--- src/hw/rtl/rbl_pkg.sv ---
// Shared types and constants for the restart budget limiter.
// Holds the configuration and result structs, register indexes and defaults.
// No dependencies.
package rbl_pkg;

    localparam int unsigned CFG_ADDR_W = 3;
    localparam int unsigned CFG_DATA_W = 32;
    localparam int unsigned SHIFT_LIMIT = 32;

    localparam logic [7:0]  DEFAULT_BUDGET_C   = 8'd5;
    localparam logic [31:0] DEFAULT_WINDOW_S_C = 32'd60;
    localparam logic [31:0] DEFAULT_BASE_MS_C  = 32'd100;
    localparam logic [31:0] DEFAULT_CAP_MS_C   = 32'd10000;

    typedef enum logic [CFG_ADDR_W-1:0] {
        REG_ENABLE = 3'd0,
        REG_BUDGET = 3'd1,
        REG_WINDOW = 3'd2,
        REG_BASE   = 3'd3,
        REG_CAP    = 3'd4
    } rbl_reg_t;

    typedef struct packed {
        logic        enable;
        logic [7:0]  restart_budget;
        logic [31:0] window_seconds;
        logic [31:0] backoff_base_ms;
        logic [31:0] backoff_cap_ms;
    } rbl_cfg_t;

    typedef struct packed {
        logic        restart_granted;
        logic [7:0]  restart_count;
        logic [31:0] backoff_ms;
    } rbl_res_t;

endpackage

--- src/hw/rtl/rbl_step.sv ---
// Per-event decision logic: window check, grant, count update and backoff.
// Purely combinational; depends on rbl_pkg.
module rbl_step #(
    parameter logic [7:0]  DEFAULT_BUDGET   = rbl_pkg::DEFAULT_BUDGET_C,
    parameter logic [31:0] DEFAULT_WINDOW_S = rbl_pkg::DEFAULT_WINDOW_S_C,
    parameter logic [31:0] DEFAULT_BASE_MS  = rbl_pkg::DEFAULT_BASE_MS_C,
    parameter logic [31:0] DEFAULT_CAP_MS   = rbl_pkg::DEFAULT_CAP_MS_C
) (
    input  rbl_pkg::rbl_cfg_t cfg,
    input  logic [7:0]        count,
    input  logic [31:0]       open_time,
    input  logic [31:0]       now_seconds,
    input  logic              orderly_exit,
    output logic [7:0]        count_next,
    output logic [31:0]       open_time_next,
    output rbl_pkg::rbl_res_t res
);
    import rbl_pkg::*;

    logic        active;
    logic [7:0]  budget;
    logic [31:0] win;
    logic [31:0] elapsed;
    logic        open_new;
    logic [7:0]  count_base;
    logic        grant;
    logic [31:0] base;
    logic [31:0] cap_raw;
    logic [31:0] cap;
    logic [7:0]  expo;
    logic [63:0] shifted;

    always_comb
    begin
        active   = cfg.enable && !orderly_exit;
        budget   = (cfg.restart_budget != 8'd0) ? cfg.restart_budget : DEFAULT_BUDGET;
        win      = (cfg.window_seconds != 32'd0) ? cfg.window_seconds : DEFAULT_WINDOW_S;
        elapsed  = now_seconds - open_time;
        open_new = (count == 8'd0) || (now_seconds < open_time) || (elapsed >= win);

        count_base = open_new ? 8'd0 : count;
        grant      = active && (count_base < budget);

        if (active)
        begin
            count_next     = grant ? (count_base + 8'd1) : count_base;
            open_time_next = open_new ? now_seconds : open_time;
        end
        else
        begin
            count_next     = count;
            open_time_next = open_time;
        end

        base    = (cfg.backoff_base_ms != 32'd0) ? cfg.backoff_base_ms : DEFAULT_BASE_MS;
        cap_raw = (cfg.backoff_cap_ms != 32'd0) ? cfg.backoff_cap_ms : DEFAULT_CAP_MS;
        cap     = (cap_raw < base) ? base : cap_raw;
        expo    = (count_next != 8'd0) ? (count_next - 8'd1) : 8'd0;
        shifted = {32'd0, base} << expo[4:0];

        res.restart_granted = grant;
        res.restart_count   = count_next;
        if (expo >= 8'(SHIFT_LIMIT))
        begin
            res.backoff_ms = cap;
        end
        else if (shifted < {32'd0, cap})
        begin
            res.backoff_ms = shifted[31:0];
        end
        else
        begin
            res.backoff_ms = cap;
        end
    end

endmodule

--- src/hw/rtl/restart_budget_limiter_with_backoff.sv ---
// Restart budget limiter top level: config registers, input and result stages.
// Depends on rbl_pkg and rbl_step.
//
// Each crash event enters an input register, is decided against the current window
// state, and lands in a result register; one event per clock is sustained while the
// output does not stall. An event passes through the two register stages, the input
// register and then the result register, before its result can leave. The result
// register and the input register each take a new transaction while the stage
// downstream drains, so a stalled output only blocks input once both are full.
// Configuration is written through cfg_we/cfg_addr/cfg_wdata and should change
// only while no event is in flight; zero in the budget, window, base or cap register selects its default.
module restart_budget_limiter_with_backoff #(
    parameter logic [7:0]  DEFAULT_BUDGET   = rbl_pkg::DEFAULT_BUDGET_C,
    parameter logic [31:0] DEFAULT_WINDOW_S = rbl_pkg::DEFAULT_WINDOW_S_C,
    parameter logic [31:0] DEFAULT_BASE_MS  = rbl_pkg::DEFAULT_BASE_MS_C,
    parameter logic [31:0] DEFAULT_CAP_MS   = rbl_pkg::DEFAULT_CAP_MS_C
) (
    input  logic                            clk,
    input  logic                            rst_n,
    input  logic                            cfg_we,
    input  logic [rbl_pkg::CFG_ADDR_W-1:0]  cfg_addr,
    input  logic [rbl_pkg::CFG_DATA_W-1:0]  cfg_wdata,
    input  logic                            s_axis_tvalid,
    output logic                            s_axis_tready,
    input  logic [31:0]                     s_axis_tdata,  // [31:0] now_seconds
    input  logic                            s_axis_tuser,  // [0] orderly_exit
    output logic                            m_axis_tvalid,
    input  logic                            m_axis_tready,
    output logic [39:0]                     m_axis_tdata,  // [7:0] restart_count,
                                                           // [39:8] backoff_ms
    output logic                            m_axis_tuser   // [0] restart_granted
);
    import rbl_pkg::*;

    rbl_cfg_t    cfg_reg;
    logic [7:0]  count_reg;
    logic [31:0] open_time_reg;
    logic        in_valid_reg;
    logic [31:0] in_now_reg;
    logic        in_clean_reg;
    logic        out_valid_reg;
    rbl_res_t    out_res_reg;

    logic [7:0]  count_next;
    logic [31:0] open_time_next;
    rbl_res_t    res_next;
    logic        out_ready;
    logic        advance;

    assign out_ready     = !out_valid_reg || m_axis_tready;
    assign advance       = in_valid_reg && out_ready;
    assign s_axis_tready = !in_valid_reg || out_ready;

    always_ff @(posedge clk or negedge rst_n)
    begin
        if (!rst_n)
        begin
            cfg_reg <= '0;
        end
        else if (cfg_we)
        begin
            case (cfg_addr)
                REG_ENABLE: cfg_reg.enable          <= cfg_wdata[0];
                REG_BUDGET: cfg_reg.restart_budget  <= cfg_wdata[7:0];
                REG_WINDOW: cfg_reg.window_seconds  <= cfg_wdata[31:0];
                REG_BASE:   cfg_reg.backoff_base_ms <= cfg_wdata[31:0];
                REG_CAP:    cfg_reg.backoff_cap_ms  <= cfg_wdata[31:0];
                default:    cfg_reg                 <= cfg_reg;
            endcase
        end
    end

    rbl_step #(
        .DEFAULT_BUDGET   (DEFAULT_BUDGET),
        .DEFAULT_WINDOW_S (DEFAULT_WINDOW_S),
        .DEFAULT_BASE_MS  (DEFAULT_BASE_MS),
        .DEFAULT_CAP_MS   (DEFAULT_CAP_MS)
    ) u_step (
        .cfg            (cfg_reg),
        .count          (count_reg),
        .open_time      (open_time_reg),
        .now_seconds    (in_now_reg),
        .orderly_exit   (in_clean_reg),
        .count_next     (count_next),
        .open_time_next (open_time_next),
        .res            (res_next)
    );

    // control and window state
    always_ff @(posedge clk or negedge rst_n)
    begin
        if (!rst_n)
        begin
            in_valid_reg  <= 1'b0;
            out_valid_reg <= 1'b0;
            count_reg     <= 8'd0;
            open_time_reg <= 32'd0;
        end
        else
        begin
            if (s_axis_tready)
            begin
                in_valid_reg <= s_axis_tvalid;
            end
            if (out_ready)
            begin
                out_valid_reg <= in_valid_reg;
            end
            if (advance)
            begin
                count_reg     <= count_next;
                open_time_reg <= open_time_next;
            end
        end
    end

    // payload
    always_ff @(posedge clk)
    begin
        if (s_axis_tvalid && s_axis_tready)
        begin
            in_now_reg   <= s_axis_tdata;
            in_clean_reg <= s_axis_tuser;
        end
        if (advance)
        begin
            out_res_reg <= res_next;
        end
    end

    assign m_axis_tvalid = out_valid_reg;
    assign m_axis_tdata  = {out_res_reg.backoff_ms, out_res_reg.restart_count};
    assign m_axis_tuser  = out_res_reg.restart_granted;

    a_grant_count_nonzero: assert property (@(posedge clk) disable iff (!rst_n)
        (m_axis_tvalid && m_axis_tuser) |-> (m_axis_tdata[7:0] != 8'd0))
        else $error("granted result with zero count");

    a_count_step: assert property (@(posedge clk) disable iff (!rst_n)
        ##1 ((count_reg == $past(count_reg)) || (count_reg == $past(count_reg) + 8'd1)
            || (count_reg == 8'd1)))
        else $error("window count moved by more than one grant");

    a_state_only_on_advance: assert property (@(posedge clk) disable iff (!rst_n)
        !advance |=> ($stable(count_reg) && $stable(open_time_reg)))
        else $error("window state changed without an event");

    a_stall_means_full: assert property (@(posedge clk) disable iff (!rst_n)
        !s_axis_tready |-> (in_valid_reg && out_valid_reg))
        else $error("input stalled while a stage was empty");

endmodule
--- config.mk ---
export PLATFORM = sky130hd
export DESIGN_NAME = restart_budget_limiter_with_backoff
export DESIGN_NICKNAME = d
export VERILOG_FILES = /design/src/hw/rtl/rbl_pkg.sv /design/src/hw/rtl/rbl_step.sv /design/src/hw/rtl/restart_budget_limiter_with_backoff.sv
export SDC_FILE = /design/constraint.sdc
export NUM_CORES = 1
export LEC_CHECK = 0
export ABC_CLOCK_PERIOD_IN_PS = 26100
export BUFFER_PORTS_ARGS = -buffer_cell sky130_fd_sc_hd__buf_2
export CAP_MARGIN = 20
export CORE_ASPECT_RATIO = 1.4
export CORE_UTILIZATION = 40
export DETAILED_ROUTE_END_ITERATION = 10
export PLACE_DENSITY_LB_ADDON = 0.12
export SETUP_SLACK_MARGIN = 0.02
export SKIP_CTS_REPAIR_TIMING = 1
export SYNTH_ARGS = -nofsm -noshare
export SYNTH_HDL_FRONTEND = slang
export SYNTH_SLANG_ARGS = --single-unit
--- constraint.sdc ---
create_clock -name clk -period 26.1 [get_ports clk]
set_input_delay 6.525 -clock clk [delete_from_list [all_inputs] [get_ports clk]]
set_output_delay 6.525 -clock clk [all_outputs]
set_load 0.02 [all_outputs]
==> results of run 1 <==
## routing by layer
metal / vias up / global-route usage [%] / wire length [um]
li1: 6204 / - / -
met1: 6219 / 27.4 / 19400
met2: 316 / 42.1 / 23700
met3: 94 / 2.67 / 1550
met4: 0 / 11.0 / 2250
met5: - / 0 / 0
## logic make-up after synthesis
logic type / after synthesis
XOR/XNOR: 32
multiplexers: 163
adder cells (fa/ha/maj): 136
AO/OA/AOI/OAI: 436
flip-flops: 221
buffers and inverters: 235
AND/OR/NAND/NOR: 447
## cell type report
cell class / instances / area share, %
inverter: 137 / 2.93
tap: 522 / 3.73
sequential: 221 / 33.7
clock inverter: 9 / 0.585
multi-input combinational: 1214 / 50.4
timing repair buffer: 134 / 4.13
clock buffer: 36 / 4.57
## Yosys cell counts, types with 21 or more instances
master,count
mux2_2,112
o22ai_1,38
ha_1,135
nand4_1,30
dfrtp_1,147
nand2b_1,25
edfxtp_1,74
a21o_1,35
o21ai_0,107
nor3_1,22
nand2_1,127
nor2_1,118
mux2i_1,48
a21oi_1,101
xnor2_1,21
nor4_1,30
inv_1,136
clkbuf_1,75
## per-stage QoR
| stage | setup slack [ns] | area, um2 | util [%] | hold WS [ns] | cells |
|---|---|---|---|---|---|
| 2_1_floorplan | 12.68 | 15600 | - | 0.456 | 1670 |
| 3_3_place_gp | 10.68 | 16600 | 43.2 | 0.472 | 2227 |
| 3_5_place_dp | 10.07 | 16600 | 43.2 | 0.485 | 2227 |
| 4_1_cts | 10.02 | 17500 | 45.5 | 0.499 | 2272 |
| 5_1_grt | 8.70 | 17500 | 45.5 | 0.508 | 2273 |
| 6_report | 9.96 | 17500 | 45.5 | 0.496 | 2273 |
## final timing paths
kind | from | end | slack (ns) | cells past startpoint
min in group asynchronous | rst_n | open_time_reg[2] | 6.00 | 1
max | open_time_reg[1] | m_axis_tdata[15] | 9.96 | 65
max reg2reg | open_time_reg[1] | m_axis_tdata[15] | 9.96 | 65
min | in_valid_reg | m_axis_tvalid | 0.50 | 1
min reg2reg | in_valid_reg | m_axis_tvalid | 0.50 | 1
max in group asynchronous | rst_n | cfg_reg[52] | 18.64 | 2
==> impl_metrics.tcl, run 1 <==
set metrics [dict create \
    clk_pin_slew_worst_paths_ns 0.06 \
    synth_edf_count 74 \
    dieArea_um2 39900 \
    fillers 3799 \
    multi_input_area_um2 8840 \
    syn2layout_area_growth_pct 12.1 \
    die_h_um 236 \
    die_x_um 169 \
    ys_async_sr_fraction_pct 66.5 \
    initial_core_util_pct 40.6 \
    synth_fp_nets 1879 \
    cp.arrival_ns 16.40 \
    crit_slowest_cell "nor2_1" \
    yosysWarningCount 0 \
    ys_top_cells_by_area "dfrtp_1 (24%), edfxtp_1 (14%), ha_1 (11%), mux2_2 (8.1%), o21ai_0 (3.4%)" \
    crit_type "flip-flop to flip-flop" \
    cp.required_ns 26.35 \
    grt_max_degree 78 \
    final_common_cell "dfrtp_1" \
    crit_family "compound AO/OA/AOI/OAI gates" \
    worstMarginPinSlew_ns 1.08 \
    setup_viol 0 \
    worstPathMaxFanout 29 \
    antenna_found_initial 0 \
    portBuffers 115 \
    end_kind "flip-flop" \
    drive_gt1_share_pct 18.1 \
    drtIter0Drc 804 \
    largest_reg_flops 105 \
    synthFlopType "dfrtp_1" \
    regArea_um2 5900 \
    final_nets 1942 \
    synth_area_per_cell_um2 9.36 \
    overflow 0 \
    yosys_register_bits 221 \
    drt_pre_antenna_iters 5 \
    syn-cell-area_um2 15600 \
    skew_ns 0.0102 \
    ys_seq_area_share_pct 37.7 \
    cts_inserted_buffers 25 \
    yosysTopAreaCellShare_pct 23.5 \
    rows 85 \
    fin_setup_tns_ns 0 \
    htree_levels 1 \
    maxSlewHeadroom_pct 27.6 \
    io_pins 116 \
    fmaxAchievable_mhz 61.9 \
    synth_xor_area_share_pct 1.97 \
    core-area_um2 38500 \
    synthAdderAreaFrac_pct 10.9 \
    synth_compound_area_share_pct 18.1 \
    postRouteAntennaNets 0 \
    synth_top_family_by_area "compound AO/OA/AOI/OAI gates" \
    via_per_inst 5.65 \
    grt_usage_pct 23.4 \
    drcViolationCount 0 \
    cts_buffer_depth 3 \
    antennaDiodeCount 0 \
    finalCritPeriodShare_pct 61.9 \
    insertion_delay_ns 0.54 \
    drv_slew 0 \
    hold_viol 0 \
    yosysUniqueCellTypes 81 \
    first_global_vias 12731 \
    synthCells 1670 \
    final_cell_mix "dfrtp_1 (147), inv_1 (135), ha_1 (135), nand2_1 (127), nor2_1 (117)" \
    wl_per_cell_um 20.6 \
    synth_top_area_cell "dfrtp_1" \
    synth-simple-area-share_pct 13.8 \
    max-cap-violations 0 \
    cts_tree "yes" \
    cp_num_buf_inv 6 \
    cts_num_sinks 221 \
    drt-total-wl_um 46900 \
    ctsRootBufferMaster "clkbuf_16" \
    rsz0062_at_grt "no" \
    hold_class "flip-flop to flip-flop" \
    muxShareOfSynthArea_pct 11.5 \
    vias 12833 \
    status "finished clean" \
    min_period_ns 16.14 \
    dp_hpwl_um 37000 \
    gp_congestion 0.940 \
    crit_path_max_incr_delay_ns 1.01 \
    grt_pass1_wl_um 72100 \
    cp-start-kind "flip-flop" \
]
Power of run 1 is left out: the tool's default activity adds up to more than one toggle a clock period on the data nets, which glitch-free logic cannot reach.
==> inputs of run 2 (changes only) <==
Settings changed: ABC_CLOCK_PERIOD_IN_PS 26100 to 15300.
Clock period 26.1 ns to 15.3 ns, I/O delays scaled along.
==> run 2 against run 1 <==
  * Worst hold slack better by 0.0016 ns
  * Critical path depth is 3 higher
  * Cell area is 0.44% higher
  * Maximum frequency is 16% higher
  * Critical path type unchanged
==> impl_metrics.tcl, run 2 (same netlist as run 1, synthesis figures left out) <==
set metrics [dict create \
    antennaDiodeCount 0 \
    ctsRootBufferMaster "clkbuf_16" \
    gp_congestion 0.961 \
    regArea_um2 5900 \
    fillers 3821 \
    final_nets 1956 \
    portBuffers 115 \
    die_x_um 169 \
    min_period_ns 13.90 \
    grt_pass1_wl_um 74100 \
    skew_ns 0.0163 \
    drcViolationCount 0 \
    drt-total-wl_um 47400 \
    status "finished clean" \
    drtIter0Drc 813 \
    r2r_slack_ns 1.40 \
    cts_tree "yes" \
    worstHoldStart "open_time_reg[0]" \
    core-area_um2 38500 \
    regToRegStartpoint "open_time_reg[1]" \
    cp.arrival_ns 14.16 \
    cts_num_sinks 221 \
    via_per_inst 5.67 \
    hold_end "open_time_reg[0]" \
    cp-start-kind "flip-flop" \
    min_path_cells 2 \
    initial_core_util_pct 40.6 \
    htree_levels 1 \
    insertion_delay_ns 0.55 \
    dp_hpwl_um 37400 \
    first_global_vias 12899 \
    worstPathMaxFanout 28 \
    grt_max_degree 79 \
    r2r_end "m_axis_tdata[12]" \
    dieArea_um2 39900 \
    setup_viol 0 \
    overflow 0 \
    crit_type "flip-flop to flip-flop" \
    maxSlewHeadroom_pct 23.1 \
    wl_per_cell_um 20.7 \
    drive_gt1_share_pct 18.7 \
    io_pins 116 \
    antenna_found_initial 0 \
    hold_class "flip-flop to flip-flop" \
    grt_usage_pct 24.0 \
    end_kind "flip-flop" \
    fmaxAchievable_mhz 71.9 \
    largest_reg_flops 105 \
    rows 85 \
    r2r_cells 68 \
    cts_inserted_buffers 25 \
    cts_buffer_depth 3 \
    max-cap-violations 0 \
    vias 12963 \
    rsz0062_at_grt "no" \
    clk_pin_slew_worst_paths_ns 0.07 \
    final_common_cell "dfrtp_1" \
    postRouteAntennaNets 0 \
    cp.required_ns 15.56 \
    final_cell_mix "dfrtp_1 (147), inv_1 (135), ha_1 (135), nand2_1 (127), nor2_1 (117)" \
    crit_slowest_cell "ha_1" \
    hold_viol 0 \
    finalCritPeriodShare_pct 90.8 \
    syn2layout_area_growth_pct 12.6 \
    drv_slew 0 \
    multi_input_area_um2 8860 \
    drt_pre_antenna_iters 5 \
    crit_path_max_incr_delay_ns 0.43 \
    critical_path.most_common_cell "o21ai_0" \
    die_h_um 236 \
    worstMarginPinSlew_ns 1.12 \
    fin_setup_tns_ns 0 \
]
-- run 2: cell count changes in the layout (fill, tap and decap cells not counted), moves of 2 or more --
cell,previous run,this run
clkbuf_8,7,3
clkbuf_1,1,5
buf_4,19,31
buf_6,1,3
inv_6,1,3
-- run 2: stage by stage --
step / instance area (um2) / utilization, % / instances / setup slack, ns / hold slack, ns
4_1_cts: 17600 / 45.6 / 2284 / 0.866 / 0.500
3_3_place_gp: 16700 / 43.4 / 2239 / 1.23 / 0.475
3_5_place_dp: 16700 / 43.4 / 2239 / 0.916 / 0.484
6_report: 17600 / 45.7 / 2287 / 1.40 / 0.497
2_1_floorplan: 15600 / - / 1670 / 1.88 / 0.456
5_1_grt: 17600 / 45.7 / 2287 / 0.0407 / 0.511
-- run 2: worst max path at each step --
stage / from / end / slack (ns) / depth (start not counted)
CTS: open_time_reg[1] / m_axis_tdata[15] / 0.87 / 66
detailed placement: open_time_reg[1] / m_axis_tdata[15] / 0.92 / 66
finish: open_time_reg[1] / m_axis_tdata[12] / 1.40 / 68
global route: open_time_reg[1] / m_axis_tdata[8] / 0.04 / 68
floorplan: open_time_reg[1] / m_axis_tdata[25] / 1.88 / 71
global placement: open_time_reg[1] / m_axis_tdata[20] / 1.23 / 66
-- run 2: worst max-delay path: cells and delay by family (launching register included) --
| family | cells | cell delay (ns) |
|---|---|---|
| flops | 1 | 0.40 |
| simple gates | 17 | 2.40 |
| compound gates | 36 | 7.45 |
| xor+xnor | 1 | 0.14 |
| mux | 1 | 0.33 |
| buf+inv | 8 | 1.50 |
| fa+ha+maj | 5 | 1.38 |
-- run 2: routing by layer --
metal  global-route usage [%]  part of all wire (%)
met4                     9.86                   4.0
met3                     2.16                   3.5
met2                     43.6                    51
met5                        0                     0
met1                     28.8                    41
-- run 2: area by class of cell --
cell class              count  share of cell area (%)
clock inverters            10                   0.632
repair buffers            148                    4.75
inverters                 137                    2.92
multi-input cells        1214                    50.3
clock buffers              35                    4.18
flip-flops and latches    221                    33.5
well taps                 522                    3.71
Power of run 2 is left out for the same reason.
